--- src/rtl/tst_pkg.sv ---
// Shared types, codes and constants of the timer slot table.
package tst_pkg;

    localparam int SlotsDefault = 16;
    localparam int MaxFire = 16;
    localparam int FireCntW = $clog2(MaxFire + 1);

    localparam logic [2:0] KindStartShort = 3'd0;
    localparam logic [2:0] KindStartLong = 3'd1;
    localparam logic [2:0] KindCancel = 3'd2;
    localparam logic [2:0] KindQuery = 3'd3;
    localparam logic [2:0] KindProcess = 3'd4;

    localparam logic [1:0] StatusOk = 2'd0;
    localparam logic [1:0] StatusNoSlot = 2'd1;
    localparam logic [1:0] StatusZeroOwner = 2'd2;

    typedef struct packed {
        logic [2:0]  kind;
        logic [7:0]  owner_id;
        logic [15:0] data_tag;
        logic [15:0] count;
        logic        tick_event;
        logic        second_event;
    } t_in_beat;

    typedef struct packed {
        logic [1:0]  status;
        logic        running;
        logic        fired;
        logic [7:0]  fired_owner;
        logic [15:0] fired_tag;
        logic        last;
    } t_out_beat;

    typedef struct packed {
        logic [7:0]  owner;
        logic [15:0] tag;
        logic [15:0] ticks;
        logic [15:0] seconds;
    } t_slot;

endpackage

--- src/rtl/tst_ram.sv ---
// Generic single-write, single-read RAM with registered read data.
module tst_ram #(
    parameter int WIDTH = 8,
    parameter int DEPTH = 16
) (
    input  logic                                     i_clk,
    input  logic                                     i_we,
    input  logic [((DEPTH > 1) ? $clog2(DEPTH) : 1)-1:0] i_waddr,
    input  logic [WIDTH-1:0]                         i_wdata,
    input  logic                                     i_re,
    input  logic [((DEPTH > 1) ? $clog2(DEPTH) : 1)-1:0] i_raddr,
    output logic [WIDTH-1:0]                         o_rdata
);

    logic [WIDTH-1:0] r_mem [DEPTH];
    logic [WIDTH-1:0] r_rdata;

    always_ff @(posedge i_clk) begin
        if (i_we) begin
            r_mem[i_waddr] <= i_wdata;
        end
    end

    always_ff @(posedge i_clk) begin
        if (i_re) begin
            r_rdata <= r_mem[i_raddr];
        end
    end

    assign o_rdata = r_rdata;

endmodule

--- src/rtl/timer_slot_table.sv ---
// Top level of the timer slot table: command sequencer, slot scan and result register.
//
// Commands enter on the input channel (i_in_valid, o_in_stall, i_in_beat) and
// results leave on the output channel (o_out_valid, i_out_stall, o_out_beat).
// A start, cancel or query gives one result beat; a process step gives one beat
// per expired slot, up to MaxFire, or a single beat with fired low when none
// expired. The final beat of every command carries last.
// Each start, cancel or query with a nonzero owner, and every process step, walks the
// slot table one entry per cycle through the table RAM, unless a process step
// pauses for a stalled receiver; a command rejected for a zero owner, or of unknown
// kind, skips the walk. The walk is bounded by the single RAM read port.
// The input channel is stalled while a command is in progress. The result
// register lets the next command be accepted while the last beat still waits.
// When the receiver stalls, a process step pauses its walk on the next expired
// slot until the result register can take the pending beat.
// Reset frees every slot at once through the armed flags; the RAM contents
// need no clearing.
module timer_slot_table import tst_pkg::*; #(
    parameter int SLOTS = SlotsDefault
) (
    input  logic      i_clk,
    input  logic      i_rst_n,
    input  logic      i_in_valid,
    output logic      o_in_stall,
    input  t_in_beat  i_in_beat,
    output logic      o_out_valid,
    input  logic      i_out_stall,
    output t_out_beat o_out_beat
);

    localparam int IdxW = (SLOTS > 1) ? $clog2(SLOTS) : 1;
    localparam logic [IdxW-1:0] LastIdx = IdxW'(SLOTS - 1);

    localparam logic [1:0] StIdle = 2'd0;
    localparam logic [1:0] StScan = 2'd1;
    localparam logic [1:0] StFin = 2'd2;

    logic [1:0]          r_state, n_state;
    logic [IdxW-1:0]     r_idx, n_idx;
    t_in_beat            r_cmd, n_cmd;
    logic [SLOTS-1:0]    r_armed, n_armed;
    logic                r_hit, n_hit;
    logic [FireCntW-1:0] r_nfire, n_nfire;
    logic                r_pend_valid, n_pend_valid;
    logic [7:0]          r_pend_owner, n_pend_owner;
    logic [15:0]         r_pend_tag, n_pend_tag;
    logic                r_out_valid, n_out_valid;
    t_out_beat           r_out, n_out;

    logic            ram_we;
    logic            ram_re;
    logic [IdxW-1:0] ram_raddr;
    t_slot           ram_wdata;
    t_slot           rd_slot;
    logic            can_push;
    logic            push;
    t_out_beat       push_beat;
    logic            accept;
    logic            slot_armed;
    logic            owner_eq;
    logic            tag_eq;
    logic [15:0]     dec_ticks;
    logic [15:0]     dec_seconds;
    logic            fire;

    tst_ram #(
        .WIDTH($bits(t_slot)),
        .DEPTH(SLOTS)
    ) u_table (
        .i_clk(i_clk),
        .i_we(ram_we),
        .i_waddr(r_idx),
        .i_wdata(ram_wdata),
        .i_re(ram_re),
        .i_raddr(ram_raddr),
        .o_rdata(rd_slot)
    );

    assign can_push = !r_out_valid || !i_out_stall;
    assign accept = i_in_valid && (r_state == StIdle);

    assign slot_armed = r_armed[r_idx];
    assign owner_eq = rd_slot.owner == r_cmd.owner_id;
    assign tag_eq = rd_slot.tag == r_cmd.data_tag;
    assign dec_ticks = (r_cmd.tick_event && rd_slot.ticks != 16'd0) ?
                       rd_slot.ticks - 16'd1 : rd_slot.ticks;
    assign dec_seconds = (r_cmd.second_event && rd_slot.seconds != 16'd0) ?
                         rd_slot.seconds - 16'd1 : rd_slot.seconds;
    assign fire = slot_armed && dec_ticks == 16'd0 && dec_seconds == 16'd0 &&
                  r_nfire < FireCntW'(MaxFire);

    always_comb begin
        n_state = r_state;
        n_idx = r_idx;
        n_cmd = r_cmd;
        n_armed = r_armed;
        n_hit = r_hit;
        n_nfire = r_nfire;
        n_pend_valid = r_pend_valid;
        n_pend_owner = r_pend_owner;
        n_pend_tag = r_pend_tag;
        ram_we = 1'b0;
        ram_re = 1'b0;
        ram_raddr = r_idx + IdxW'(1);
        ram_wdata = rd_slot;
        push = 1'b0;
        push_beat = '0;

        unique case (r_state)
            StIdle: begin
                if (accept) begin
                    n_cmd = i_in_beat;
                    n_idx = '0;
                    n_hit = 1'b0;
                    n_nfire = '0;
                    n_pend_valid = 1'b0;
                    if (i_in_beat.kind == KindProcess ||
                        ((i_in_beat.kind inside {KindStartShort, KindStartLong,
                                                 KindCancel, KindQuery}) &&
                         i_in_beat.owner_id != 8'd0)) begin
                        ram_re = 1'b1;
                        ram_raddr = '0;
                        n_state = StScan;
                    end else begin
                        n_state = StFin;
                    end
                end
            end
            StScan: begin
                if (!(r_cmd.kind == KindProcess && fire && r_pend_valid && !can_push)) begin
                    case (r_cmd.kind) inside
                        KindStartShort, KindStartLong: begin
                            if (!r_hit && (!slot_armed || (owner_eq && tag_eq))) begin
                                ram_we = 1'b1;
                                ram_wdata.owner = r_cmd.owner_id;
                                ram_wdata.tag = r_cmd.data_tag;
                                ram_wdata.ticks = (r_cmd.kind == KindStartShort) ?
                                                  r_cmd.count : 16'd0;
                                ram_wdata.seconds = (r_cmd.kind == KindStartLong) ?
                                                    r_cmd.count : 16'd0;
                                n_armed[r_idx] = 1'b1;
                                n_hit = 1'b1;
                            end
                        end
                        KindCancel: begin
                            if (!r_hit && slot_armed && owner_eq &&
                                (r_cmd.data_tag == 16'd0 || tag_eq)) begin
                                n_armed[r_idx] = 1'b0;
                                n_hit = r_cmd.data_tag != 16'd0;
                            end
                        end
                        KindQuery: begin
                            if (slot_armed && owner_eq &&
                                (r_cmd.data_tag == 16'd0 || tag_eq)) begin
                                n_hit = 1'b1;
                            end
                        end
                        KindProcess: begin
                            ram_we = 1'b1;
                            ram_wdata.ticks = dec_ticks;
                            ram_wdata.seconds = dec_seconds;
                            if (fire) begin
                                n_armed[r_idx] = 1'b0;
                                n_nfire = r_nfire + FireCntW'(1);
                                n_pend_valid = 1'b1;
                                n_pend_owner = rd_slot.owner;
                                n_pend_tag = rd_slot.tag;
                                if (r_pend_valid) begin
                                    push = 1'b1;
                                    push_beat.fired = 1'b1;
                                    push_beat.fired_owner = r_pend_owner;
                                    push_beat.fired_tag = r_pend_tag;
                                end
                            end
                        end
                        default: begin
                        end
                    endcase
                    if (r_idx == LastIdx) begin
                        n_state = StFin;
                    end else begin
                        ram_re = 1'b1;
                        n_idx = r_idx + IdxW'(1);
                    end
                end
            end
            StFin: begin
                if (can_push) begin
                    push = 1'b1;
                    push_beat.last = 1'b1;
                    case (r_cmd.kind) inside
                        KindProcess: begin
                            if (r_pend_valid) begin
                                push_beat.fired = 1'b1;
                                push_beat.fired_owner = r_pend_owner;
                                push_beat.fired_tag = r_pend_tag;
                            end
                        end
                        KindStartShort, KindStartLong, KindCancel, KindQuery: begin
                            if (r_cmd.owner_id == 8'd0) begin
                                push_beat.status = StatusZeroOwner;
                            end else if (r_cmd.kind == KindQuery) begin
                                push_beat.running = r_hit;
                            end else if (r_cmd.kind != KindCancel && !r_hit) begin
                                push_beat.status = StatusNoSlot;
                            end
                        end
                        default: begin
                        end
                    endcase
                    n_pend_valid = 1'b0;
                    n_state = StIdle;
                end
            end
            default: begin
                n_state = StIdle;
            end
        endcase

        n_out_valid = r_out_valid;
        n_out = r_out;
        if (push) begin
            n_out_valid = 1'b1;
            n_out = push_beat;
        end else if (r_out_valid && !i_out_stall) begin
            n_out_valid = 1'b0;
        end
    end

    always_ff @(posedge i_clk) begin
        if (!i_rst_n) begin
            r_state <= StIdle;
            r_armed <= '0;
            r_pend_valid <= 1'b0;
            r_out_valid <= 1'b0;
            r_hit <= 1'b0;
            r_nfire <= '0;
            r_idx <= '0;
        end else begin
            r_state <= n_state;
            r_armed <= n_armed;
            r_pend_valid <= n_pend_valid;
            r_out_valid <= n_out_valid;
            r_hit <= n_hit;
            r_nfire <= n_nfire;
            r_idx <= n_idx;
        end
    end

    always_ff @(posedge i_clk) begin
        r_cmd <= n_cmd;
        r_pend_owner <= n_pend_owner;
        r_pend_tag <= n_pend_tag;
        r_out <= n_out;
    end

    assign o_in_stall = r_state != StIdle;
    assign o_out_valid = r_out_valid;
    assign o_out_beat = r_out;

    a_idle_no_pending: assert property (@(posedge i_clk) disable iff (!i_rst_n)
        r_state == StIdle |-> !r_pend_valid)
        else $error("pending fire beat left behind at end of command");

    a_fire_bound: assert property (@(posedge i_clk) disable iff (!i_rst_n)
        r_nfire <= FireCntW'(MaxFire))
        else $error("fire count beyond limit");

    a_accept_busy: assert property (@(posedge i_clk) disable iff (!i_rst_n)
        accept |=> r_state != StIdle)
        else $error("accepted command did not start");

    a_fire_owner: assert property (@(posedge i_clk) disable iff (!i_rst_n)
        o_out_valid && o_out_beat.fired |-> o_out_beat.fired_owner != 8'd0 &&
        r_out.status == StatusOk)
        else $error("fire beat for a slot without owner");

endmodule

--- config.mk ---
export PLATFORM = sky130hd
export DESIGN_NAME = timer_slot_table
export DESIGN_NICKNAME = d
export VERILOG_FILES = /design/src/rtl/tst_pkg.sv /design/src/rtl/tst_ram.sv /design/src/rtl/timer_slot_table.sv
export SDC_FILE = /design/constraint.sdc
export NUM_CORES = 1
export LEC_CHECK = 0
export ABC_AREA = 1
export ABC_CLOCK_PERIOD_IN_PS = 8500
export BUFFER_PORTS_ARGS = -buffer_cell sky130_fd_sc_hd__buf_2
export CORE_UTILIZATION = 63
export CTS_CLUSTER_SIZE = 12
export DETAILED_ROUTE_END_ITERATION = 8
export HOLD_SLACK_MARGIN = 0.06
export PLACE_DENSITY = 0.86
export SLEW_MARGIN = 0
export SYNTH_ARGS = -nofsm -noshare
export SYNTH_HDL_FRONTEND = slang
export SYNTH_SLANG_ARGS = --single-unit
--- constraint.sdc ---
create_clock -name i_clk -period 8.5 [get_ports i_clk]
set_clock_uncertainty 0.2 [all_clocks]
set_input_delay 0.425 -clock i_clk [delete_from_list [all_inputs] [get_ports i_clk]]
set_output_delay 0.425 -clock i_clk [all_outputs]
set_load 0.005 [all_outputs]
# Yosys cells after proc, flatten, opt, wreduce, memory -nomap -nowiden
# Memory sizes are Yosys's and may differ from the RTL's. A register that Yosys moved wholly into a read port is not among the register bits.
# Index checks and enable logic that the tools add are counted.
[word_totals] regBits=128 latch_bits=0 mem_bits_rw=896 mem_bits_ro=0 input_bits=49 elab_cells=230 n_memories=1
[op_classes] addsub=4 n_mul=0 div_mod_pow=0 magnitude_cmp=3 n_eq_ne=31 n_shift=0 n_mux=99 n_bitwise=10 n_reduce_logical=60
[memory_table] memory="u_table.r_mem" words=16 word_bits=56 rd=1 rd_ports_with_merged_regs=1 write_ports=1 line_no="tst_ram.sv:15" text="logic [WIDTH-1:0] r_mem [DEPTH];"
[ops] op="two-way mux 25 bit" count=8
[ops] op="two-way mux 16 bit" count=11
[ops] op="two-way mux 56 bit" count=3
[ops] op="two-way mux 32 bit" count=4
[ops] op="one-hot mux 25 bit (2 select lines)" count=1
[ops] op="zero test 16 bit" count=3
[ops] op="nonzero test 16 bit" count=3
[ops] op="two-way mux 1 bit" count=41
[ops] op="two-way mux 5 bit" count=7
[ops] op="subtractor 16 x 1 -> 16 bit, second input constant" count=2
[ops] op="two-way mux 26 bit" count=1
[ops] op="two-way mux 24 bit" count=1
[ops] op="two-way mux 4 bit" count=6
[ops] op="inequality test 2 bit, second input constant" count=11
[ops] op="AND reduction 7 bit" count=3
[ops] op="logical AND 1 bit" count=20
[ops] op="AND 16 bit" count=1
[ops] op="equality test 16 bit" count=1
[ops] op="inverter 16 bit" count=1
[ops] op="OR 16 bit" count=1
[ops] op="two-way mux 2 bit" count=7
[ops] op="equality test 3 x 2 -> 1 bit, second input constant" count=4
[ops] op="inequality test 4 x 3 -> 1 bit, second input constant" count=3
[ops] op="OR reduction 6 bit" count=2
[ops] op="other kinds (36)" count=62

# Longest topological paths before layout
[logic_depth] ltp_word=15 mapped_depth=23 ltp_nobuf=21

# Cells and area by module
# From an unflattened synthesis, not the netlist that was laid out.
[hier_totals] hier_cells=4882 area_unflattened_um2=48790.5
[by_module_without_submodules] module="tst_ram" n_inst=1 cells_each=3688 area_per_inst_um2=40248.6 seq_area_each_um2=28587.4
[by_module_without_submodules] module="timer_slot_table" n_inst=1 cells_each=1194 area_per_inst_um2=8541.9 seq_area_each_um2=3543.4

# Worst setup path after synthesis
# OpenSTA, ideal clock, no wires.
[synth_timing] path_type="reg-to-reg" start="reg u_table.r_rdata[16], in the netlist u_table.o_rdata[16], read port of u_table.r_mem" end="mem u_table.r_mem[4][0] (netlist name) (enable)" setup_time_ns=0.539 arrival_time_ns=6.178 setup_slack_ns=1.583 path_stages_with_launch=21 path_cell_list="edfxtp_1 -> inv_1 -> ha_1 -> nand2_4 -> nor2_4 -> nand2_4 -> nand2_4 -> inv_2 -> buf_6 -> nor2_1 -> nor2_1 -> nand2_1 -> nor2_1 -> nand2_1 -> nor2_4 -> nand3_4 -> nand2_4 -> nor2_2 -> o21ai_4 -> buf_4 -> nor3_1"
[synth_between] elab_chain_cells=14
[synth_lines] item="start: declaration" line_no="tst_ram.sv:16" text="logic [WIDTH-1:0] r_rdata;"
[synth_lines] item="parallel branches: the longest is 2 deep, another holds subtractor 16 x 1 -> 16 bit"
[synth_lines] item="two-way mux 16 bit *" line_no="timer_slot_table.sv:85" text="assign dec_ticks = (r_cmd.tick_event && rd_slot.ticks != 16'd0) ?"
[synth_lines] item="zero test 16 bit *" line_no="timer_slot_table.sv:89" text="assign fire = slot_armed && dec_ticks == 16'd0 && dec_seconds == 16'd0 &&"
[synth_lines] item="logical AND 1 bit * (3 in a row)" line_no="timer_slot_table.sv:89"
[synth_lines] item="logical AND 1 bit * (3 in a row)" line_no="timer_slot_table.sv:130" text="if (!(r_cmd.kind == KindProcess && fire && r_pend_valid && !can_push)) begin"
[synth_lines] item="two-way mux 1 bit *" line_no="timer_slot_table.sv:130"
[synth_lines] item="two-way mux 1 bit *" line_no="timer_slot_table.sv:109" text="unique case (r_state)"
[synth_lines] item="two-way mux 1 bit *" line_no="tst_ram.sv:19" text="if (i_we) begin"
[synth_lines] item="two-way mux 1 bit (implied by the code) *" line_no="tst_ram.sv:20" text="r_mem[i_waddr] <= i_wdata;"
[synth_lines] item="end: declaration" line_no="tst_ram.sv:15"
# Mark *: on every way between the ends.

# Worst setup path after layout
[layout_timing] start="reg r_idx[0]" end="mem u_table.r_mem[15][18] (netlist name) (enable)"
[layout_between] elab_chain_cells=12
[layout_lines] item="start: declaration" line_no="timer_slot_table.sv:39" text="logic [IdxW-1:0] r_idx, n_idx;"
[layout_lines] item="start signal: assignment" line_no="timer_slot_table.sv:246" text="r_idx <= n_idx;"
[layout_lines] item="binary-select mux 1 bit (select 4 bit)" line_no="timer_slot_table.sv:82" text="assign slot_armed = r_armed[r_idx];"
[layout_lines] item="two-way mux 1 bit (implied by the code)" line_no="timer_slot_table.sv:82"
[layout_lines] item="logical AND 1 bit (3 in a row)" line_no="timer_slot_table.sv:89"
[layout_lines] item="logical AND 1 bit (3 in a row)" line_no="timer_slot_table.sv:130"
[layout_lines] item="two-way mux 1 bit" line_no="timer_slot_table.sv:130"
[layout_lines] item="two-way mux 1 bit" line_no="timer_slot_table.sv:109"
[layout_lines] item="two-way mux 1 bit" line_no="tst_ram.sv:19"
[layout_lines] item="two-way mux 1 bit (implied by the code)" line_no="tst_ram.sv:20"
# Parallel ways exist; a longest one is shown, timed or not. The select of a mux whose other input is x is not followed.

==> flow_summary.ini <==
[status]
status = complete, no violations

[floorplanning]
die-area_um2 = 72480
ioPinCount = 80
row_count = 97
start_util = 0.6391
die_w_um = 269.2
core_um2 = 70390
fp.dieH_um = 269.2

[placed_design]
pre_cts_ws_ps = 2778
gp_congestion = 0.9795
hpwlAfterDp_mm = 61.91
place_area_um2 = 46210
port_buffers = 79

[cts]
holdBufCountCts = 48
htree_levels = 3
post_cts_buffers = 0
cts_tree = yes
root_buffer = clkbuf_16
cts.sinks = 1080
insertion_delay_ps = 700
clockBufferDepth = 3
cts_resized = 0
cts_buffers = 106
clk_pin_slew_ps = 60

[synth]
synth.area.top_cells = edfxtp_1 70%, nand2_1 4.7%, o221ai_1 4.4%
synth_cell_type_count = 41
synth_adder_area_share = 0.003059
yosysSeqAreaShare = 0.7142
avgSynthCellArea_um2 = 12.57
netlist_instances = 3580
synth_nets = 3640
synthMuxAreaShare = 0
synth_area_um2 = 44990
ys_warn_count = 0
synth_top_family_by_area = compound AO/OA/AOI/OAI gates
ys_seq_elements = 1080
synth.largest_area_cell = edfxtp_1
synth-compound-area-share = 0.1153
synthSimpleGateAreaFrac = 0.1085
synth_xor_area_frac = 0.006035
synth_top_cell_area_share = 0.7009

[drt]
vias = 30680
vias_per_cell = 6.599
drt_first_iter_violations = 4918
wl_per_cell_um = 24.12
antenna_left = 0
routed_wl_mm = 112.2
remaining_drc_errors = 0
firstDrtPassIters = 6

[cells_and_area]
utilization = 0.7077
final_common_cell = edfxtp_1
area_growth_pct = 10.73
final_cell_mix = 1050 x edfxtp_1, 554 x nand2_1, 366 x inv_1
drive_gt1_frac = 0.09704
diodes = 0
fin_area_um2 = 49810
fin_nets = 3708

[pwr]
seq_power_share = 0.468
power.share.clock = 0.274
peakVddDrop_mv = 0.2757
p_per_area_nw_per_um2 = 316.5
intPower_mw = 10.48
p_switching_mw = 5.287
combPwrFrac = 0.257
p_leak_nw = 17.08
swShare = 0.3354

[grt]
grt_use_total = 0.3045
overflow = 0
antenna_found_initial = 1
grt_pass1_wl_mm = 169.1
grt_pass1_vias = 29380
grt_max_degree = 209

[worst_setup_path]
cp_top_family = simple AND/OR/NAND/NOR gates
critPathMaxFanout = 64
cp.arrival_ps = 6020
critPathKind = register to register
cp_slowest_cell = nor2_4
crit_chain = inv_6 > nand2_1 > nand3_1 > nand2_1 > nand2_1 > nand2_1 > nor2_1 > nor2_1 > nand3_1 > nor2_1 > nand2_1 > nor2_4 > nand3_4 > nand2_4 > nor2_2 > o21ai_4 > nor2_4 > buf_4
path_buf_inv = 2
end_kind = register
worstPathRequired_ps = 8610
cp_common_cell = nand2_1
cp-start-kind = register
cpPeakStageDelay_ps = 1020

[timing]
rsz0062_at_grt = no
finalSetupTns_ps = 0
slew_headroom = 0.05775
drv_slew = 0
fin_crit_sh = 0.6953
worst_slack_ps = 2590
setup_viol = 0
tightestPinTransition_ps = 1399
hold_viol_final = 0
period_needed_ps = 5910
fmax_mhz = 169.2

[job]
max_cap_viol_count = 0

[worst_hold_path]
holdCritPathClass = primary input to register
-- state kept, by name (all words and copies together) (netlist names), 2 cells and up, named ones only --
| signal | count |
|---|---|
| r_pend_owner | 8 |
| r_state | 2 |
| r_pend_tag | 16 |
| r_idx | 4 |
| o_out_beat | 29 |
| r_nfire | 5 |
| u_table.r_mem | 896 |
| r_cmd | 45 |
| u_table.o_rdata | 56 |
-- Yosys cell counts --
library cell	instances
o21a_1	1
nor2_1	149
clkinv_1	1
nor2_2	10
o21ai_4	1
nor2_4	4
xnor2_1	14
a21oi_1	66
o21ai_2	16
nand2_2	12
buf_8	1
edfxtp_1	1050
o21ai_1	20
o21ai_0	165
o21bai_1	1
inv_2	6
or2_2	12
nand3b_1	1
nand2_4	5
clkbuf_1	177
buf_1	21
dfxtp_1	30
buf_4	5
o211ai_1	226
buf_6	6
a22oi_1	1
nor4_1	9
buf_12	1
o22ai_1	12
nand3_1	315
nor3_1	21
nand4_1	21
nand3_4	2
inv_1	370
buf_2	13
xor2_1	17
ha_1	11
nand2_1	559
o221ai_1	224
clkbuf_4	2
a21oi_2	2
-- routing by layer --
layer  GRT usage  wire (um)  share of wire  vias to the layer above
met5           0         27        0.00024                        -
met4      0.1341       4550          0.041                        4
met3     0.06145      14110           0.13                      334
met2      0.4828      52640           0.47                     2400
met1      0.4118      40830           0.36                    14670
li1            -          -              -                    13280
-- cell families after synthesis --
family	count (synthesis)
and+or+nand+nor	1120
DFF	1080
AOI/OAI and AO/OA	735
buffers and inverters	603
xor gates and xnor gates	31
adders and majority gates	11
-- power by group through the flow --
stage | logic [mW] | clock network [mW] | registers [mW]
after floorplan | 2.69 | 0 | 7.36
after global placement | 3.72 | 0 | 7.45
after global routing | 4.37 | 4.54 | 7.40
after detailed placement | 3.87 | 0 | 7.47
after CTS | 3.93 | 4.33 | 7.37
final | 4.06 | 4.33 | 7.38
-- metrics by stage --
step | hold slack (ps) | std cells | power [mW]
after floorplan | 251.6 | 3580 | 10.05
after global placement | 263.2 | 4432 | 11.17
after detailed placement | 273.0 | 4432 | 11.34
after CTS | 210.0 | 4650 | 15.63
after global routing | 249.9 | 4650 | 16.31
final | 243.4 | 4650 | 15.76
-- cell type report --
type,instances,area [um^2]
flip-flops and latches,1080,32130
fillers,4299,20580
multi-input cells,1897,10600
clock buffers,146,2844
inverters,377,1428
repair buffers,186,1356
well taps,940,1176
clock inverters,24,275.3
-- worst paths after layout --
check | startpoint | end | slack (ps) | cells past startpoint
hold / removal | i_in_beat[11] | r_cmd[11] | 240 | 2
setup reg to reg | r_idx[0] | u_table.r_mem[15][18] | 2590 | 18
hold reg to reg | register | register | 280 | 2
setup / recovery | r_idx[0] | u_table.r_mem[15][18] | 2590 | 18
(Power assumes the default switching activity.)
